===== src/hw/rtl/eesd_pkg.sv =====
// Shared types, constants and character helpers of the eexec stream decryptor.
package eesd_pkg;

  localparam int unsigned LEAD_BYTES = 4;
  localparam int unsigned LEAD_BUF   = (LEAD_BYTES < 2) ? 2 : LEAD_BYTES;
  localparam int unsigned LEAD_HALF  = LEAD_BYTES / 2;
  localparam int unsigned DISC_HEX   = LEAD_BYTES - LEAD_BYTES / 2;
  localparam int unsigned LCNT_W     = $clog2(LEAD_BYTES + 1);
  localparam int unsigned DISC_W     = $clog2(DISC_HEX + 1);
  localparam bit          LEAD_ODD   = (LEAD_BYTES % 2) != 0;

  localparam int unsigned CFG_IDX_W = 2;
  localparam int unsigned CFG_DATA_W = 16;

  localparam logic [CFG_IDX_W-1:0] CFG_KEY_SEED  = 2'd0;
  localparam logic [CFG_IDX_W-1:0] CFG_KEY_MULT  = 2'd1;
  localparam logic [CFG_IDX_W-1:0] CFG_KEY_ADD   = 2'd2;
  localparam logic [CFG_IDX_W-1:0] CFG_KEEP_LEAD = 2'd3;

  localparam logic [15:0] KEY_SEED_RST = 16'd55665;
  localparam logic [15:0] KEY_MULT_RST = 16'd52845;
  localparam logic [15:0] KEY_ADD_RST  = 16'd22719;

  typedef struct packed {
    logic [7:0] raw_byte;
    logic       section_start;
  } eesd_in_t;

  typedef struct packed {
    logic [7:0] plain_byte;
    logic       hex_mode;
  } eesd_out_t;

  typedef struct packed {
    logic accept;
    logic drain;
  } eesd_cmd_t;

  typedef struct packed {
    logic              lead_done;
    logic              emit;
    logic [LCNT_W-1:0] drain_len;
  } eesd_sts_t;

  function automatic logic is_white(input logic [7:0] b);
    return (b == 8'd32) || ((b >= 8'd9) && (b <= 8'd13));
  endfunction

  function automatic logic is_hexdig(input logic [7:0] b);
    return ((b >= 8'h30) && (b <= 8'h39)) || ((b >= 8'h41) && (b <= 8'h46)) ||
           ((b >= 8'h61) && (b <= 8'h66));
  endfunction

  function automatic logic [3:0] nib_of(input logic [7:0] b);
    logic [7:0] t;
    t = 8'h00;
    if ((b >= 8'h30) && (b <= 8'h39)) begin
      t = b - 8'h30;
    end else if ((b >= 8'h41) && (b <= 8'h46)) begin
      t = b - 8'h37;
    end else if ((b >= 8'h61) && (b <= 8'h66)) begin
      t = b - 8'h57;
    end
    return t[3:0];
  endfunction

endpackage


===== src/hw/rtl/eesd_dp.sv =====
// Datapath: configuration registers, key update, mode detection and result register.
module eesd_dp (
  input  logic                              clk_i,
  input  logic                              rst_ni,
  input  logic                              cfg_we_i,
  input  logic [eesd_pkg::CFG_IDX_W-1:0]    cfg_index_i,
  input  logic [eesd_pkg::CFG_DATA_W-1:0]   cfg_data_i,
  input  eesd_pkg::eesd_in_t                in_req_i,
  input  eesd_pkg::eesd_cmd_t               cmd_i,
  output eesd_pkg::eesd_sts_t               sts_o,
  output eesd_pkg::eesd_out_t               out_rsp_o
);
  import eesd_pkg::*;

  logic [15:0]             seed_q, mult_q, add_q;
  logic                    keep_q;
  logic [15:0]             key_q, key_d;
  logic [LEAD_BUF*8-1:0]   lead_q, lead_d;
  logic [LCNT_W-1:0]       lcnt_q, lcnt_d;
  logic                    hex_q, hex_d;
  logic [3:0]              hn_q, hn_d;
  logic                    pend_q, pend_d;
  logic [DISC_W-1:0]       disc_q, disc_d;
  eesd_out_t               out_q, out_d;

  logic                    ss;
  logic [LCNT_W-1:0]       lcnt_e;
  logic                    hex_e, pend_e;
  logic [3:0]              hn_e;
  logic [DISC_W-1:0]       disc_e;
  logic [15:0]             key_e;
  logic [7:0]              b;
  logic [7:0]              cin;
  logic                    dec;
  logic [15:0]             ksum;
  logic [15:0]             kprod;
  logic [15:0]             key_nxt;
  logic [7:0]              plain;
  logic                    lead_done, emit;

  assign b       = in_req_i.raw_byte;
  assign ss      = cmd_i.accept & in_req_i.section_start;
  assign lcnt_e  = ss ? '0 : lcnt_q;
  assign hex_e   = ss ? 1'b0 : hex_q;
  assign pend_e  = ss ? 1'b0 : pend_q;
  assign hn_e    = ss ? 4'h0 : hn_q;
  assign disc_e  = ss ? '0 : disc_q;
  assign key_e   = ss ? seed_q : key_q;

  assign ksum    = {8'h00, cin} + key_e;
  assign kprod   = ksum * mult_q;
  assign key_nxt = kprod + add_q;
  assign plain   = cin ^ key_e[15:8];

  always_comb begin
    key_d     = key_q;
    lead_d    = lead_q;
    lcnt_d    = lcnt_q;
    hex_d     = hex_q;
    hn_d      = hn_q;
    pend_d    = pend_q;
    disc_d    = disc_q;
    out_d     = out_q;
    cin       = b;
    dec       = 1'b0;
    lead_done = 1'b0;
    emit      = 1'b0;
    if (cmd_i.accept) begin
      key_d  = key_e;
      lcnt_d = lcnt_e;
      hex_d  = hex_e;
      hn_d   = hn_e;
      pend_d = pend_e;
      disc_d = disc_e;
      if (lcnt_e < LCNT_W'(LEAD_BYTES)) begin
        if (!((lcnt_e == '0) && is_white(b) && !keep_q)) begin
          lead_d = lead_q >> 8;
          lead_d[LEAD_BYTES*8-1 -: 8] = b;
          hex_d  = ((lcnt_e == '0) | hex_e) & is_hexdig(b);
          lcnt_d = lcnt_e + LCNT_W'(1);
          if (lcnt_e == LCNT_W'(LEAD_BYTES - 1)) begin
            lead_done = 1'b1;
            disc_d    = hex_d ? DISC_W'(DISC_HEX) : '0;
            if (LEAD_ODD && hex_d) begin
              hn_d   = nib_of(b);
              pend_d = 1'b1;
            end
          end
        end
      end else begin
        if (hex_e) begin
          if (!is_white(b)) begin
            if (!pend_e) begin
              hn_d   = nib_of(b);
              pend_d = 1'b1;
            end else begin
              cin    = {hn_e, nib_of(b)};
              pend_d = 1'b0;
              dec    = 1'b1;
            end
          end
        end else begin
          dec = 1'b1;
        end
        if (dec) begin
          key_d = key_nxt;
          if (disc_e != '0) begin
            disc_d = disc_e - DISC_W'(1);
          end else begin
            emit  = 1'b1;
            out_d = '{plain_byte: plain, hex_mode: hex_e};
          end
        end
      end
    end else if (cmd_i.drain) begin
      if (hex_q) begin
        cin    = {nib_of(lead_q[7:0]), nib_of(lead_q[15:8])};
        lead_d = lead_q >> 16;
      end else begin
        cin    = lead_q[7:0];
        lead_d = lead_q >> 8;
      end
      key_d = key_nxt;
    end
  end

  assign sts_o.lead_done = lead_done;
  assign sts_o.emit      = emit;
  assign sts_o.drain_len = hex_d ? LCNT_W'(LEAD_HALF) : LCNT_W'(LEAD_BYTES);
  assign out_rsp_o       = out_q;

  always_ff @(posedge clk_i or negedge rst_ni) begin
    if (!rst_ni) begin
      seed_q <= KEY_SEED_RST;
      mult_q <= KEY_MULT_RST;
      add_q  <= KEY_ADD_RST;
      keep_q <= 1'b0;
    end else if (cfg_we_i) begin
      unique case (cfg_index_i)
        CFG_KEY_SEED:  seed_q <= cfg_data_i;
        CFG_KEY_MULT:  mult_q <= cfg_data_i;
        CFG_KEY_ADD:   add_q  <= cfg_data_i;
        CFG_KEEP_LEAD: keep_q <= cfg_data_i[0];
        default:       ;
      endcase
    end
  end

  always_ff @(posedge clk_i or negedge rst_ni) begin
    if (!rst_ni) begin
      key_q  <= KEY_SEED_RST;
      lcnt_q <= '0;
      hex_q  <= 1'b0;
      hn_q   <= 4'h0;
      pend_q <= 1'b0;
      disc_q <= '0;
    end else begin
      key_q  <= key_d;
      lcnt_q <= lcnt_d;
      hex_q  <= hex_d;
      hn_q   <= hn_d;
      pend_q <= pend_d;
      disc_q <= disc_d;
    end
  end

  always_ff @(posedge clk_i) begin
    lead_q <= lead_d;
    out_q  <= out_d;
  end

endmodule


===== src/hw/rtl/eesd_ctrl.sv =====
// Controller: handshakes, result register valid and lead-in key sequencing.
module eesd_ctrl (
  input  logic                 clk_i,
  input  logic                 rst_ni,
  input  logic                 in_valid_i,
  output logic                 in_ready_o,
  output logic                 out_valid_o,
  input  logic                 out_ready_i,
  input  eesd_pkg::eesd_sts_t  sts_i,
  output eesd_pkg::eesd_cmd_t  cmd_o
);
  import eesd_pkg::*;

  localparam logic ST_RUN   = 1'b0;
  localparam logic ST_DRAIN = 1'b1;

  logic              state_q, state_d;
  logic [LCNT_W-1:0] cnt_q, cnt_d;
  logic              ovld_q, ovld_d;
  logic              accept;

  assign in_ready_o   = (state_q == ST_RUN) && (!ovld_q || out_ready_i);
  assign accept       = in_valid_i && in_ready_o;
  assign cmd_o.accept = accept;
  assign cmd_o.drain  = (state_q == ST_DRAIN);
  assign out_valid_o  = ovld_q;

  always_comb begin
    state_d = state_q;
    cnt_d   = cnt_q;
    ovld_d  = ovld_q;
    if (ovld_q && out_ready_i) begin
      ovld_d = 1'b0;
    end
    if (accept && sts_i.emit) begin
      ovld_d = 1'b1;
    end
    unique case (state_q)
      ST_RUN: begin
        if (accept && sts_i.lead_done && (sts_i.drain_len != '0)) begin
          state_d = ST_DRAIN;
          cnt_d   = sts_i.drain_len;
        end
      end
      ST_DRAIN: begin
        cnt_d = cnt_q - LCNT_W'(1);
        if (cnt_q == LCNT_W'(1)) begin
          state_d = ST_RUN;
        end
      end
      default: state_d = ST_RUN;
    endcase
  end

  always_ff @(posedge clk_i or negedge rst_ni) begin
    if (!rst_ni) begin
      state_q <= ST_RUN;
      cnt_q   <= '0;
      ovld_q  <= 1'b0;
    end else begin
      state_q <= state_d;
      cnt_q   <= cnt_d;
      ovld_q  <= ovld_d;
    end
  end

`ifndef SYNTHESIS
  a_drain_cnt_live: assert property (@(posedge clk_i) disable iff (!rst_ni)
    (state_q == ST_DRAIN) |-> (cnt_q != '0))
    else $error("drain counter empty while draining");
  a_drain_entry: assert property (@(posedge clk_i) disable iff (!rst_ni)
    (accept && sts_i.lead_done && (sts_i.drain_len != '0)) |=> (state_q == ST_DRAIN))
    else $error("lead-in completed without key sequencing");
  a_drain_exit: assert property (@(posedge clk_i) disable iff (!rst_ni)
    ((state_q == ST_DRAIN) && (cnt_q == LCNT_W'(1))) |=> (state_q == ST_RUN))
    else $error("key sequencing overran");
  a_emit_sets_valid: assert property (@(posedge clk_i) disable iff (!rst_ni)
    (accept && sts_i.emit) |=> ovld_q)
    else $error("result dropped");
`endif

endmodule


===== src/hw/rtl/eexec_stream_decryptor.sv =====
// Top level of the eexec stream decryptor: controller and datapath.
//
// Usage:
//   in channel  (in_valid_i/in_ready_o/in_req_i): one raw byte per request, with
//     section_start marking the first byte of a new encrypted section.
//   out channel (out_valid_o/out_ready_i/out_rsp_o): one plaintext byte and the
//     detected mode per request; hex-mode whitespace, hex high nibbles, lead-in
//     bytes and dropped plaintext produce no request.
//   cfg channel (cfg_valid_i/cfg_ready_o/cfg_index_i/cfg_data_i): always ready;
//     write key seed, multiplier, addend and keep-leading-space while idle.
// Output: a result is registered and shows in the cycle after its byte is taken.
// Throughput: one byte per cycle while input is not held off, with the 16x16
//   multiply-add key update done combinationally. When the lead-in detection
//   completes, the shared key unit runs over the stored lead bytes (as hex pairs
//   in hex mode), and input is held off meanwhile.
// Reset: configuration returns to its defaults and the block behaves as if a
//   section had just started.
// Stall: a held result blocks a new byte only if that byte arrives while the
//   result register is full and out_ready_i is low.
module eexec_stream_decryptor (
  input  logic                            clk_i,
  input  logic                            rst_ni,
  input  logic                            in_valid_i,
  output logic                            in_ready_o,
  input  eesd_pkg::eesd_in_t              in_req_i,
  output logic                            out_valid_o,
  input  logic                            out_ready_i,
  output eesd_pkg::eesd_out_t             out_rsp_o,
  input  logic                            cfg_valid_i,
  output logic                            cfg_ready_o,
  input  logic [eesd_pkg::CFG_IDX_W-1:0]  cfg_index_i,
  input  logic [eesd_pkg::CFG_DATA_W-1:0] cfg_data_i
);
  import eesd_pkg::*;

  eesd_cmd_t cmd;
  eesd_sts_t sts;

  assign cfg_ready_o = 1'b1;

  eesd_ctrl u_ctrl (
    .clk_i       (clk_i),
    .rst_ni      (rst_ni),
    .in_valid_i  (in_valid_i),
    .in_ready_o  (in_ready_o),
    .out_valid_o (out_valid_o),
    .out_ready_i (out_ready_i),
    .sts_i       (sts),
    .cmd_o       (cmd)
  );

  eesd_dp u_dp (
    .clk_i       (clk_i),
    .rst_ni      (rst_ni),
    .cfg_we_i    (cfg_valid_i & cfg_ready_o),
    .cfg_index_i (cfg_index_i),
    .cfg_data_i  (cfg_data_i),
    .in_req_i    (in_req_i),
    .cmd_i       (cmd),
    .sts_o       (sts),
    .out_rsp_o   (out_rsp_o)
  );

endmodule

===== config.mk =====
export PLATFORM = sky130hd
export DESIGN_NAME = eexec_stream_decryptor
export DESIGN_NICKNAME = d
export VERILOG_FILES = /design/src/hw/rtl/eesd_pkg.sv /design/src/hw/rtl/eesd_dp.sv /design/src/hw/rtl/eesd_ctrl.sv /design/src/hw/rtl/eexec_stream_decryptor.sv
export SDC_FILE = /design/constraint.sdc
export NUM_CORES = 1
export LEC_CHECK = 0
export BUFFER_PORTS_ARGS = -buffer_cell sky130_fd_sc_hd__buf_2
export CAP_MARGIN = 10
export CORE_MARGIN = 10
export CORE_UTILIZATION = 40
export CTS_BUF_LIST = sky130_fd_sc_hd__clkbuf_4 sky130_fd_sc_hd__clkbuf_8
export CTS_CLUSTER_DIAMETER = 200
export DETAILED_ROUTE_END_ITERATION = 12
export SETUP_SLACK_MARGIN = 0.4
export SLEW_MARGIN = 20
export SYNTH_ARGS = -nofsm -noshare
export SYNTH_HDL_FRONTEND = slang
export SYNTH_SLANG_ARGS = --single-unit
export TNS_END_PERCENT = 20

===== constraint.sdc =====
create_clock -name clk_i -period 13.3 [get_ports clk_i]
set_clock_uncertainty 0.15 [all_clocks]
set_input_delay 1.33 -clock clk_i [delete_from_list [all_inputs] [get_ports clk_i]]
set_output_delay 1.33 -clock clk_i [all_outputs]
set_load 0.01 [all_outputs]

==> flow_summary.json <==
{
  "portBuffers": 42,
  "viasPerCell": 5.194,
  "tritoncts": "built",
  "gr-total-overflow": 0,
  "syn-cell-area_um2": 11150,
  "period_needed_ps": 10660,
  "fin_tns_setup_ps": 0,
  "ant_nets": 0,
  "ys_seq_area_frac": 0.2964,
  "cts_resized": 0,
  "cts_buffers": 17,
  "drive_gt1_frac": 0.1752,
  "yosys_warnings": 0,
  "async_reset_ff_frac": 0.6639,
  "n_antenna_cell": 0,
  "clock-root-buffer": "clkbuf_8",
  "cp_common_cell": "fa_1",
  "whs_path_depth": 2,
  "relSlewSlack": 0.2748,
  "synth-seq-cells": 122,
  "endpoint_kind": "flip-flop",
  "synth_edf_count": 41,
  "antenna_found_initial": 0,
  "drc_errors": 0,
  "fin_crit_sh": 0.8014,
  "crit-reg2reg-launch": "u_ctrl.state_q",
  "insertion_delay_ps": 460,
  "hpwl_um": 21680,
  "tightest_slew_ps": 1085,
  "dieHeight_um": 187.0,
  "avgRoutedWirePerCell_um": 18.27,
  "htree_levels": 4,
  "critPathLaunchType": "input port",
  "outcome": "completed",
  "drv_cap": 0,
  "ctsHoldBuffers": 0,
  "rr_worst_depth": 38,
  "setup_viol": 0,
  "crit_path_top_delay_cell": "fa_1",
  "grt_pass1_wl_um": 46730,
  "critPathMaxStageDelay_ps": 550,
  "cts.clk_slew.worst_paths_ps": 90,
  "worst-path-max-fanout": 13,
  "fin_nets": 1384,
  "cts_max_path_buffers": 2,
  "grt_pass1_vias": 8321,
  "num_rows": 61,
  "syn_nets": 1351,
  "reg2reg_setup_slack_ps": 2870,
  "rsz0062_at_grt": "no",
  "syn_avg_cell_area_um2": 9.724,
  "die_x_um": 187.0,
  "fmax_mhz": 93.82,
  "r2r-end": "u_dp.key_q[15]",
  "hold_viol_final": 0,
  "io-pin-count": 44,
  "whs_endpoint": "u_dp.key_q[15]",
  "criticalPathCategory": "in2reg",
  "gp_congestion": 0.8867,
  "post_cts_buffers": 0,
  "track_usage": 0.1682,
  "core_area_um2": 27630,
  "hold_path_class": "reg2reg",
  "grt_max_degree": 49,
  "start_util": 0.4037,
  "hp-start": "u_dp.key_q[15]",
  "yosysUniqueCellTypes": 72,
  "dominantRegCellSynth": "dfrtp_1",
  "drtIter0Drc": 559,
  "die-area_um2": 34960,
  "netlist_instances": 1147,
  "report.final.slew_viol_count": 0,
  "required_ps": 13550,
  "firstDrtPassIters": 5,
  "syn2layout_area_growth_pct": 9.502,
  "vias": 8159,
  "routed_wl_um": 28710,
  "cts_sinks": 122,
  "cp.arrival_ps": 10910
}
flip-flops by register name, indices dropped and copies added, names as in the netlist:
register / cells
u_dp.hn_q: 4
u_ctrl.state_q: 1
u_dp.disc_q: 2
u_dp.add_q: 16
u_dp.key_q: 16
u_ctrl.out_valid_o: 1
u_dp.seed_q: 16
u_ctrl.cnt_q: 3
u_dp.pend_q: 1
u_dp.keep_q: 1
u_dp.hex_q: 1
u_dp.out_rsp_o: 9
u_dp.lcnt_q: 3
u_dp.lead_q: 32
u_dp.mult_q: 16
stage by stage:
step	util	cells	setup WS, ps	hold slack, ps	cell area, um2
after detailed placement	0.4264	1538	2172	318.8	11780
after global routing	0.4420	1571	2060	356.8	12210
after CTS	0.4416	1570	2699	328.0	12200
final	0.4420	1571	2641	331.4	12210
after global placement	0.4260	1538	2276	302.8	11770
after floorplan	-	1147	3357	293.4	11150
final cells by class:
cell class / instances / area, um2
fill: 2698 / 15420
multi-input combinational: 806 / 7034
sequential: 122 / 3306
inverter: 179 / 671.9
tap: 378 / 473.0
timing repair buffer: 54 / 306.5
clock buffer: 17 / 234.0
clock inverter: 15 / 187.7
cell usage in the layout, fill, tap and decap left out, drive strengths merged, types with 5 or more instances in the layout:
cell type	n
and3	17
o211ai	5
nand2	153
nor2	52
fa	95
a31oi	5
a221o	5
edfxtp	41
mux2i	12
dfstp	38
nor2b	5
ha	77
and2	66
a21oi	29
a21o	7
nor3	8
nand2b	7
dfrtp	43
or2	5
a22o	5
o21ai	43
a22oi	6
clkbuf	17
buf	54
a211oi	8
o21bai	9
xnor2	40
nand3	14
mux2	66
inv	185
xor2	13
clkinv	5
how the worst max path moves through the flow:
| stage | slack [ps] | end | from | cells past startpoint |
|---|---|---|---|---|
| 2_1_floorplan | 3360 | u_dp.key_q[15] | in_req_i[1] | 34 |
| 3_3_place_gp | 2280 | u_dp.key_q[15] | out_ready_i | 35 |
| 3_5_place_dp | 2170 | u_dp.key_q[15] | out_ready_i | 35 |
| 4_1_cts | 2700 | u_dp.key_q[15] | out_ready_i | 39 |
| 5_1_grt | 2060 | u_dp.key_q[15] | out_ready_i | 37 |
| 6_report | 2640 | u_dp.key_q[15] | out_ready_i | 39 |
cells in the mapped netlist, types with 11 or more instances:
cell type  number  area share
o21ai_0        42       0.019
mux2_2         66       0.067
nand2_1       153       0.051
ha_1           77       0.086
and2_1         66       0.037
dfrtp_1        43       0.096
and3_1         16      0.0090
dfstp_2        38       0.090
edfxtp_1       41        0.11
nand3_1        13      0.0058
a21oi_1        29       0.013
nor2_1         52       0.018
xnor2_1        38       0.030
clkbuf_1       35       0.012
inv_1         179       0.060
fa_1           95        0.17
mux2i_1        11      0.0099
xor2_1         13       0.010
kinds of logic after synthesis:
logic type | synth area share
multiplexers | 0.07853
buffers and inverters | 0.07438
XOR/XNOR | 0.05104
adder cells (fa/ha/maj) | 0.2569
flip-flops | 0.2964
AND/OR/NAND/NOR | 0.1497
AO/OA/AOI/OAI | 0.09277
other | 0.0003362
worst max-delay path: cells and delay by family:
kind / cells / cell delay [ps]
AND/OR/NAND/NOR: 10 / 2120
adder cells (fa/ha/maj): 9 / 4240
XOR/XNOR: 4 / 900
buffers and inverters: 7 / 440
AO/OA/AOI/OAI: 9 / 1880
layer usage:
metal	vias to the layer above	track usage	share of wire
li1	3827	-	-
met1	4088	0.2303	0.47
met2	209	0.2709	0.47
met3	35	0.02312	0.046
met4	0	0.05025	0.017
met5	-	0	0
Power is left out: the tool's default activity adds up to more than one toggle a clock period on the data nets, which glitch-free logic cannot reach.
